$ cat src/rtl/core/ssg_pkg.sv
// shared types and constants for the speech segment grouper
// used by ssg_datapath, ssg_ctrl and speech_segment_grouper_core
`timescale 1ns / 1ps

package ssg_pkg;

  localparam int INDEX_BITS     = 24;
  localparam int ENERGY_BITS    = 32;
  localparam int SAMPLE_BITS    = 32;
  localparam int SUM_BITS       = ENERGY_BITS + INDEX_BITS;
  localparam int COUNT_BITS     = 35;
  localparam int CHAN_BITS      = 4;
  localparam int MEAN_BITS      = 32;
  localparam int CFG_INDEX_BITS = 2;
  localparam int CFG_DATA_BITS  = 24;
  localparam int DIV_STEPS      = SUM_BITS;
  localparam int DIV_STEP_BITS  = $clog2(DIV_STEPS);

  // configuration register indexes
  localparam logic [CFG_INDEX_BITS-1:0] REG_MIN_SPEECH  = 2'd0;
  localparam logic [CFG_INDEX_BITS-1:0] REG_MAX_SILENCE = 2'd1;
  localparam logic [CFG_INDEX_BITS-1:0] REG_CHANNELS    = 2'd2;

  typedef struct packed {
    logic                   is_speech;
    logic [ENERGY_BITS-1:0] frame_energy;
    logic [SAMPLE_BITS-1:0] frame_start_sample;
    logic [SAMPLE_BITS-1:0] frame_end_sample;
    logic                   end_of_stream;
  } ssg_in_t;

  typedef struct packed {
    logic [SAMPLE_BITS-1:0] segment_start_sample;
    logic [SAMPLE_BITS-1:0] segment_end_sample;
    logic [INDEX_BITS-1:0]  frame_span;
    logic [COUNT_BITS-1:0]  sample_count;
    logic [MEAN_BITS-1:0]   mean_energy;
  } ssg_out_t;

  typedef struct packed {
    logic take;
    logic div_step;
    logic load_out;
  } ssg_cmd_t;

  typedef struct packed {
    logic emit;
    logic div_last;
  } ssg_status_t;

endpackage

$ cat src/rtl/core/ssg_datapath.sv
// segment state, closing snapshot, serial mean-energy divider and output register
// depends on ssg_pkg; driven by ssg_ctrl through ssg_cmd_t
`timescale 1ns / 1ps

module ssg_datapath (
  input  logic                                 clk,
  input  logic                                 rst,
  input  logic                                 cfg_wr_en,
  input  logic [ssg_pkg::CFG_INDEX_BITS-1:0]   cfg_index,
  input  logic [ssg_pkg::CFG_DATA_BITS-1:0]    cfg_data,
  input  ssg_pkg::ssg_in_t                     in_data,
  input  ssg_pkg::ssg_cmd_t                    cmd,
  output ssg_pkg::ssg_status_t                 status,
  output ssg_pkg::ssg_out_t                    out_data
);
  import ssg_pkg::*;

  localparam logic [INDEX_BITS-1:0] INDEX_MAX = {INDEX_BITS{1'b1}};
  localparam logic [SUM_BITS-1:0]   SUM_MAX   = {SUM_BITS{1'b1}};

  // configuration
  logic [INDEX_BITS-1:0] min_speech;
  logic [INDEX_BITS-1:0] max_silence;
  logic [CHAN_BITS-1:0]  channels;

  // segment state
  logic                   segment_open;
  logic [INDEX_BITS-1:0]  frame_counter;
  logic [INDEX_BITS-1:0]  first_idx;
  logic [INDEX_BITS-1:0]  last_idx;
  logic [INDEX_BITS-1:0]  speech_count;
  logic [SUM_BITS-1:0]    energy_sum;
  logic [SAMPLE_BITS-1:0] first_start;
  logic [SAMPLE_BITS-1:0] last_end;

  // state after this frame, before any close
  logic                   upd_open;
  logic [INDEX_BITS-1:0]  upd_first_idx;
  logic [INDEX_BITS-1:0]  upd_last_idx;
  logic [INDEX_BITS-1:0]  upd_count;
  logic [SUM_BITS-1:0]    upd_sum;
  logic [SAMPLE_BITS-1:0] upd_first_start;
  logic [SAMPLE_BITS-1:0] upd_last_end;
  logic [SUM_BITS:0]      sum_wide;
  logic                   gap_close;
  logic                   closing;
  logic [INDEX_BITS-1:0]  counter_next;

  // closing snapshot
  logic [INDEX_BITS:0]       span_wide;
  logic [INDEX_BITS-1:0]     span_val;
  logic [SAMPLE_BITS-1:0]    sample_diff;
  logic [SAMPLE_BITS+CHAN_BITS-1:0] prod;
  logic [COUNT_BITS-1:0]     samples_val;
  logic [SAMPLE_BITS-1:0]    snap_start;
  logic [SAMPLE_BITS-1:0]    snap_end;
  logic [INDEX_BITS-1:0]     snap_span;
  logic [COUNT_BITS-1:0]     snap_samples;

  // divider: div_a shifts the dividend out and the quotient in
  logic [SUM_BITS-1:0]      div_a;
  logic [INDEX_BITS-1:0]    div_d;
  logic [INDEX_BITS-1:0]    div_rem;
  logic [DIV_STEP_BITS-1:0] div_cnt;
  logic [INDEX_BITS:0]      trial;
  logic [INDEX_BITS:0]      trial_diff;
  logic                     q_bit;

  always_comb begin
    upd_open        = segment_open;
    upd_first_idx   = first_idx;
    upd_last_idx    = last_idx;
    upd_count       = speech_count;
    upd_sum         = energy_sum;
    upd_first_start = first_start;
    upd_last_end    = last_end;
    sum_wide        = {1'b0, energy_sum} + {{(SUM_BITS+1-ENERGY_BITS){1'b0}}, in_data.frame_energy};
    if (in_data.is_speech) begin
      if (!segment_open) begin
        upd_open        = 1'b1;
        upd_first_idx   = frame_counter;
        upd_first_start = in_data.frame_start_sample;
      end
      upd_last_idx = frame_counter;
      upd_last_end = in_data.frame_end_sample;
      upd_count    = (speech_count == INDEX_MAX) ? INDEX_MAX : speech_count + 1'b1;
      upd_sum      = sum_wide[SUM_BITS] ? SUM_MAX : sum_wide[SUM_BITS-1:0];
    end
  end

  assign gap_close = !in_data.is_speech && segment_open && (frame_counter >= last_idx) &&
                     ((frame_counter - last_idx) > max_silence);
  assign closing   = gap_close || in_data.end_of_stream;

  always_comb begin
    if (in_data.end_of_stream) begin
      counter_next = '0;
    end else if (frame_counter == INDEX_MAX) begin
      counter_next = INDEX_MAX;
    end else begin
      counter_next = frame_counter + 1'b1;
    end
  end

  assign status.emit = closing && upd_open && (upd_count != '0) && (upd_count >= min_speech);
  assign status.div_last = (div_cnt == DIV_STEP_BITS'(DIV_STEPS - 1));

  // span and sample count of the segment being closed
  always_comb begin
    span_wide = {1'b0, upd_last_idx} - {1'b0, upd_first_idx} + 1'b1;
    if (upd_last_idx < upd_first_idx) begin
      span_val = INDEX_BITS'(1);
    end else if (span_wide[INDEX_BITS]) begin
      span_val = INDEX_MAX;
    end else begin
      span_val = span_wide[INDEX_BITS-1:0];
    end
    sample_diff = (upd_last_end >= upd_first_start) ? upd_last_end - upd_first_start : '0;
    prod = {{CHAN_BITS{1'b0}}, sample_diff} * {{SAMPLE_BITS{1'b0}}, channels};
    if (|prod[SAMPLE_BITS+CHAN_BITS-1:COUNT_BITS]) begin
      samples_val = {COUNT_BITS{1'b1}};
    end else begin
      samples_val = prod[COUNT_BITS-1:0];
    end
  end

  assign trial      = {div_rem, div_a[SUM_BITS-1]};
  assign trial_diff = trial - {1'b0, div_d};
  assign q_bit      = (trial >= {1'b0, div_d});

  // control state and configuration
  always_ff @(posedge clk) begin
    if (rst) begin
      min_speech    <= INDEX_BITS'(1);
      max_silence   <= '0;
      channels      <= CHAN_BITS'(1);
      segment_open  <= 1'b0;
      frame_counter <= '0;
      first_idx     <= '0;
      last_idx      <= '0;
      speech_count  <= '0;
      energy_sum    <= '0;
      first_start   <= '0;
      last_end      <= '0;
      div_cnt       <= '0;
    end else begin
      if (cfg_wr_en) begin
        case (cfg_index)
          REG_MIN_SPEECH:  min_speech  <= cfg_data[INDEX_BITS-1:0];
          REG_MAX_SILENCE: max_silence <= cfg_data[INDEX_BITS-1:0];
          REG_CHANNELS:    channels    <= cfg_data[CHAN_BITS-1:0];
          default: ;
        endcase
      end
      if (cmd.take) begin
        frame_counter <= counter_next;
        div_cnt       <= '0;
        if (closing) begin
          segment_open <= 1'b0;
          first_idx    <= '0;
          last_idx     <= '0;
          speech_count <= '0;
          energy_sum   <= '0;
          first_start  <= '0;
          last_end     <= '0;
        end else begin
          segment_open <= upd_open;
          first_idx    <= upd_first_idx;
          last_idx     <= upd_last_idx;
          speech_count <= upd_count;
          energy_sum   <= upd_sum;
          first_start  <= upd_first_start;
          last_end     <= upd_last_end;
        end
      end else if (cmd.div_step) begin
        div_cnt <= div_cnt + 1'b1;
      end
    end
  end

  // snapshot, divider and output payload
  always_ff @(posedge clk) begin
    if (cmd.take) begin
      snap_start   <= upd_first_start;
      snap_end     <= upd_last_end;
      snap_span    <= span_val;
      snap_samples <= samples_val;
      div_a        <= upd_sum;
      div_d        <= upd_count;
      div_rem      <= '0;
    end else if (cmd.div_step) begin
      div_rem <= q_bit ? trial_diff[INDEX_BITS-1:0] : trial[INDEX_BITS-1:0];
      div_a   <= {div_a[SUM_BITS-2:0], q_bit};
    end
    if (cmd.load_out) begin
      out_data.segment_start_sample <= snap_start;
      out_data.segment_end_sample   <= snap_end;
      out_data.frame_span           <= snap_span;
      out_data.sample_count         <= snap_samples;
      out_data.mean_energy          <= (|div_a[SUM_BITS-1:MEAN_BITS]) ? {MEAN_BITS{1'b1}}
                                                                       : div_a[MEAN_BITS-1:0];
    end
  end

endmodule

$ cat src/rtl/core/ssg_ctrl.sv
// control state machine: input transfer, divider sequencing, output handshake
// depends on ssg_pkg; commands ssg_datapath
`timescale 1ns / 1ps

module ssg_ctrl (
  input  logic                 clk,
  input  logic                 rst,
  input  logic                 in_valid,
  output logic                 in_ready,
  output logic                 out_valid,
  input  logic                 out_ready,
  input  ssg_pkg::ssg_status_t status,
  output ssg_pkg::ssg_cmd_t    cmd
);
  import ssg_pkg::*;

  typedef enum logic [2:0] {
    S_IDLE = 3'b001,
    S_DIV  = 3'b010,
    S_HOLD = 3'b100
  } state_t;

  state_t state;
  state_t state_next;
  logic   out_free;

  // no transfer is taken while reset is held
  assign in_ready = (state == S_IDLE) && !rst;
  assign out_free = !out_valid || out_ready;

  always_comb begin
    cmd.take     = in_valid && in_ready;
    cmd.div_step = (state == S_DIV);
    cmd.load_out = (state == S_HOLD) && out_free;
  end

  always_comb begin
    state_next = state;
    case (state)
      S_IDLE: begin
        if (cmd.take && status.emit) begin
          state_next = S_DIV;
        end
      end
      S_DIV: begin
        if (status.div_last) begin
          state_next = S_HOLD;
        end
      end
      S_HOLD: begin
        if (out_free) begin
          state_next = S_IDLE;
        end
      end
      default: state_next = S_IDLE;
    endcase
  end

  always_ff @(posedge clk) begin
    if (rst) begin
      state     <= S_IDLE;
      out_valid <= 1'b0;
    end else begin
      state <= state_next;
      if (cmd.load_out) begin
        out_valid <= 1'b1;
      end else if (out_ready) begin
        out_valid <= 1'b0;
      end
    end
  end

  a_emit_starts_div: assert property (@(posedge clk) disable iff (rst)
    (cmd.take && status.emit) |=> (state == S_DIV))
    else $error("closing transfer did not start the divider");

  a_div_to_hold: assert property (@(posedge clk) disable iff (rst)
    (state == S_DIV && status.div_last) |=> (state == S_HOLD))
    else $error("divider did not hand over to output hold");

  a_load_only_free: assert property (@(posedge clk) disable iff (rst)
    cmd.load_out |-> (!out_valid || out_ready))
    else $error("output register overwritten before transfer");

  a_result_from_hold: assert property (@(posedge clk) disable iff (rst)
    $rose(out_valid) |-> ($past(state) == S_HOLD))
    else $error("result shown without finished divide");

endmodule

$ cat src/rtl/core/speech_segment_grouper_core.sv
// top level of the speech segment grouper: controller plus datapath
// depends on ssg_pkg, ssg_ctrl, ssg_datapath
//
// channel   signals                         payload
// input     in_valid / in_ready             in_data  (ssg_in_t)
// output    out_valid / out_ready           out_data (ssg_out_t)
// config    cfg_wr_en, cfg_index            cfg_data (24 bit, write only)
//
// a frame that closes no emitted segment leaves the controller idle; frames can follow back to back
// a frame that emits a segment holds the input, plus any output stall, through these steps:
//   the transfer, the one-bit-per-cycle restoring divider for
//   mean energy, and the load of the output register
// the output register lets a finished result wait while further frames are taken
// reset (rst, synchronous) clears segment state, frame counter and config to defaults
`timescale 1ns / 1ps

module speech_segment_grouper_core (
  input  logic                               clk,
  input  logic                               rst,
  input  logic                               in_valid,
  output logic                               in_ready,
  input  ssg_pkg::ssg_in_t                   in_data,
  output logic                               out_valid,
  input  logic                               out_ready,
  output ssg_pkg::ssg_out_t                  out_data,
  input  logic                               cfg_wr_en,
  input  logic [ssg_pkg::CFG_INDEX_BITS-1:0] cfg_index,
  input  logic [ssg_pkg::CFG_DATA_BITS-1:0]  cfg_data
);
  import ssg_pkg::*;

  ssg_cmd_t    cmd;
  ssg_status_t status;

  ssg_ctrl u_ctrl (
    .clk       (clk),
    .rst       (rst),
    .in_valid  (in_valid),
    .in_ready  (in_ready),
    .out_valid (out_valid),
    .out_ready (out_ready),
    .status    (status),
    .cmd       (cmd)
  );

  ssg_datapath u_datapath (
    .clk       (clk),
    .rst       (rst),
    .cfg_wr_en (cfg_wr_en),
    .cfg_index (cfg_index),
    .cfg_data  (cfg_data),
    .in_data   (in_data),
    .cmd       (cmd),
    .status    (status),
    .out_data  (out_data)
  );

endmodule

$ cat config.mk
export PLATFORM = sky130hd
export DESIGN_NAME = speech_segment_grouper_core
export DESIGN_NICKNAME = d
export VERILOG_FILES = /design/src/rtl/core/ssg_pkg.sv /design/src/rtl/core/ssg_datapath.sv /design/src/rtl/core/ssg_ctrl.sv /design/src/rtl/core/speech_segment_grouper_core.sv
export SDC_FILE = /design/constraint.sdc
export NUM_CORES = 2
export LEC_CHECK = 0
export BUFFER_PORTS_ARGS = -buffer_cell sky130_fd_sc_hd__buf_2
export CORE_MARGIN = 10
export CORE_UTILIZATION = 40
export DETAILED_ROUTE_END_ITERATION = 7
export PLACE_DENSITY = 0.65
export SYNTH_ARGS = -nofsm -noshare
export SYNTH_HDL_FRONTEND = slang
export SYNTH_SLANG_ARGS = --single-unit
$ cat constraint.sdc
create_clock -name clk -period 11.1 [get_ports clk]
set_input_delay 3.33 -clock clk [delete_from_list [all_inputs] [get_ports clk]]
set_output_delay 3.33 -clock clk [all_outputs]
set_load 0.02 [all_outputs]
==> impl_results.md <==
* Die area at 108,000 um2
* Final Hold Fails at 0
* Mapped Nets at roughly 4,400
* Simple-Gate Fraction of Synth Area at between 10% and 20%
* Ys flop type: edfxtp_1
* Final Cell Area at approximately 44,000 um2
* CP Capture Type: flip-flop
* Worst Hold Depth at 0
* Main combinational cell family by area after synthesis: compound AO/OA/AOI/OAI gates
* Worst path depth at 31
* Area after DPL at ~41,000 um2
* Fmax at about 0.095 GHz
* Core Rows at around 110
* DRC violations left at 0
* # H-tree levels at 3
* Antenna Nets Post-Route at 0
* Area Overhead vs Synth at 14.9%
* Power Density at ~140 nW/um2
* Buf/Inv on CP at 7
* Clk_lat worst skew at 0.65 ns
* Vias per cell at 5.41
* Synth cell types at 100
* CORE AREA at roughly 95,000 um2
* Post-Place Cells at 5,401
* Status: completed
* Largest net degree at the start of global routing at between 100 and 150
* Clock Sinks at ~660
* Die extent in x at between 300 and 400 um
* Fin crit share at a little over nine tenths
* Post-cts sizing count at 0
* Final-stage net count at roughly 4,700
* Clock buffer count from CTS at 76
* Most frequent CP cell: buf_4
* Share of cells above drive strength 1 at roughly 14%
* Final WS setup at 0.543 ns
* Tot GR Track Use at a little under a fifth
* Post-Route WL at 105,000 um
* Fillers at 8,916
* Critical path launch point type: input pin
* RSZ-0062 raised after global routing: no
* CTS tree: yes
* Clock transition at path regs at ~0.060 ns
* Hold Crit Class: reg -> reg
* GRT Residual Overflow at 0
* DR vias at 30,007
* Post-synthesis register bit count at 661
* Leak at roughly 19 nW
* Critical path's top delay family: compound AO/OA/AOI/OAI gates
* Max-Cap Viols at 0
* CTS root buf: clkbuf_16
* Power, Total at slightly above 0.006 W
* Hpwl dp at ~76,000 um
* Final GP Congestion at approximately 0.88
* Starting Density at around two fifths
* Arr. time, crit path at roughly 11 ns
* Post-synthesis area per instance at 9.69 um2
* IO Port Bufs at around 290
* Number of flops mapped to enable cells by yosys at roughly 360
* Mux contribution to synthesized area at between 3 and 4%
* Slew Limit Fails at 0
* Final setup fails at 0
* DR WL/cell at approximately 19 um
* Cell at the slowest stage of the critical path: fa_1
* Post-Syn Area at roughly 38,000 um2
* Critical path type: in -> reg
* First-pass GRT wire length at 164,000 um
* DR pass1 iterations at 5
* Worst clock skew at 0.0232 ns
* Non-filler cells in the finished layout at between 5,000 and 6,000
* Relative slew slack at roughly 27%
* Minimum clock period at approximately 11 ns
* CP required at around 11 ns
* Synth warn at 0
* Placement Setup Slack at -0.0875 ns
* Die Ht at approximately 330 um
* Maximum VDD drop at 0.125 mV
* Worst Tran Pin Value at 1.09 ns
* I/O Pins at ~290
* First DRT Iteration DRCs at ~2,100
* Adder-cell share of the synthesized area at roughly an eighth
* Worst-path maximum fanout at 35
* FF-to-FF path depth at 32
* Clock Tree Buf Depth at 3
* Cells after Synth at roughly 4,000
* Sequential area share after synthesis at 44.0%
* Vias in the first global route at 29,301
* Compound-Gate Fraction of Synth Area at between 10% and 20%
* Post-synth ARST share at 0%
* Post-Synth XOR/XNOR Area at roughly 4.0%
* Final core occ at ~46%
* Initial antenna violation count at 4
* CP max stage delay at between 0.5 and 0.6 ns
## power breakdown
part,internal [W],switching (W),leakage [nW]
Combinational,0.000277,0.000482,11.5
Clock,0.00164,0.00106,1.30
Sequential,0.00265,0.0000299,5.82
## synth_stat cells (47+ instances only)
cell      instances  area share, %
nand2_1         431            4.2
inv_1           372            3.7
edfxtp_1        358             28
dfxtp_1         303             16
o21ai_0         292            3.8
a21oi_1         271            3.5
ha_1            252            8.3
nor2_1          217            2.1
clkbuf_1        127            1.2
xnor2_1         111            2.5
mux2i_1          93            2.4
a21o_1           91            1.8
a22o_1           84            1.9
fa_1             76            4.0
nand3_1          65           0.85
xor2_1           62            1.4
nor3_1           53           0.69
and3_1           52           0.85
or3_1            47           0.77
## layout make-up
cell class / count / area [um2] / share of cell area [%]
Antenna cell: 2 / 5.00 / 0.0114
Clock buffer: 101 / 2140 / 4.87
Multi-Input combinational cell: 2750 / 19400 / 44.2
Timing Repair Buffer: 356 / 2000 / 4.56
Clock inverter: 40 / 544 / 1.24
Tap cell: 1265 / 1580 / 3.61
Inverter: 372 / 1400 / 3.20
Sequential cell: 661 / 16800 / 38.3
## metrics by stage
step	hold slack, ns	TNS [ns]
after CTS	0.413	0
after detailed placement	0.405	-0.929
after global placement	0.402	0
after floorplan	0.400	0
final	0.410	0
after global routing	0.422	0
## metal layers
metal	vias up	track usage [%]	part of all wire, %
met3	148	3.21	5.4
met1	14441	24.8	45
li1	14652	-	-
met4	2	5.80	2.6
met2	764	31.2	47
met5	-	0	0.011
## what timing repair did
action	in CTS	in global routing
hold buffers	0	0
setup buffers	0	3
setup endpoints to repair	0	2
## final timing paths
kind / startpoint / to / slack (ns)
worst min register to register: u_datapath.snap_samples[25]$_SDFFCE_PP1P_ / u_datapath.out_data[57]$_DFFE_PP_ / 0.41
worst max-delay path: in_data[97] / u_datapath.snap_samples[4]$_SDFFCE_PP1P_ / 0.54
worst max register to register: u_datapath.segment_open$_SDFFE_PP0P_ / u_datapath.snap_samples[4]$_SDFFCE_PP1P_ / 2.79
worst min-delay path: u_datapath.snap_samples[25]$_SDFFCE_PP1P_ / u_datapath.out_data[57]$_DFFE_PP_ / 0.41
## registers in the layout, indices dropped and copies added, names as in the netlist, 6 cells and up
| name | count |
|---|---|
| u_datapath.snap_start | 32 |
| u_datapath.first_idx | 24 |
| u_datapath.div_a | 56 |
| u_datapath.div_d | 24 |
| u_datapath.speech_count | 24 |
| u_datapath.first_start | 32 |
| u_datapath.snap_end | 32 |
| u_datapath.last_idx | 24 |
| u_datapath.snap_samples | 35 |
| u_datapath.out_data | 155 |
| u_datapath.div_cnt | 6 |
| u_datapath.min_speech | 24 |
| u_datapath.div_rem | 24 |
| u_datapath.energy_sum | 56 |
| u_datapath.last_end | 32 |
| u_datapath.frame_counter | 24 |
| u_datapath.snap_span | 24 |
| u_datapath.max_silence | 24 |
## worst reg2reg max path, delay by kind of cell, from the launching register on
| family | cells | cell delay [ns] |
|---|---|---|
| DFF | 1 | 0.67 |
| buffers and inverters | 6 | 0.82 |
| and+or+nand+nor | 5 | 0.78 |
| adders and majority gates | 5 | 1.94 |
| AOI/OAI and AO/OA | 14 | 3.35 |
| muxes | 1 | 0.27 |
| xor gates and xnor gates | 1 | 0.18 |
## cells in the final DEF (no fill, tap or decap), types with 43 or more instances in the layout
cell type / n
inv_1: 370
a21o_1: 91
edfxtp_1: 358
or3_1: 47
xnor2_1: 111
mux2i_1: 93
nor2_1: 213
a22o_1: 84
and3_1: 52
ha_1: 252
dfxtp_1: 303
nand3_1: 65
buf_2: 284
a21oi_1: 271
clkbuf_16: 79
a31oi_1: 43
buf_4: 69
o21ai_0: 292
nor3_1: 51
fa_1: 76
nand2_1: 427
xor2_1: 61
## kinds of logic (layout without fill, tap and decap cells)
family,after synthesis,after routing
AO/OA/AOI/OAI,1045,1045
XOR/XNOR,174,174
adder cells (fa/ha/maj),328,328
buffers and inverters,534,869
flip-flops,661,661
multiplexers,129,129
other,0,2
AND/OR/NAND/NOR,1074,1074
Power figures use the tool's default switching activity.
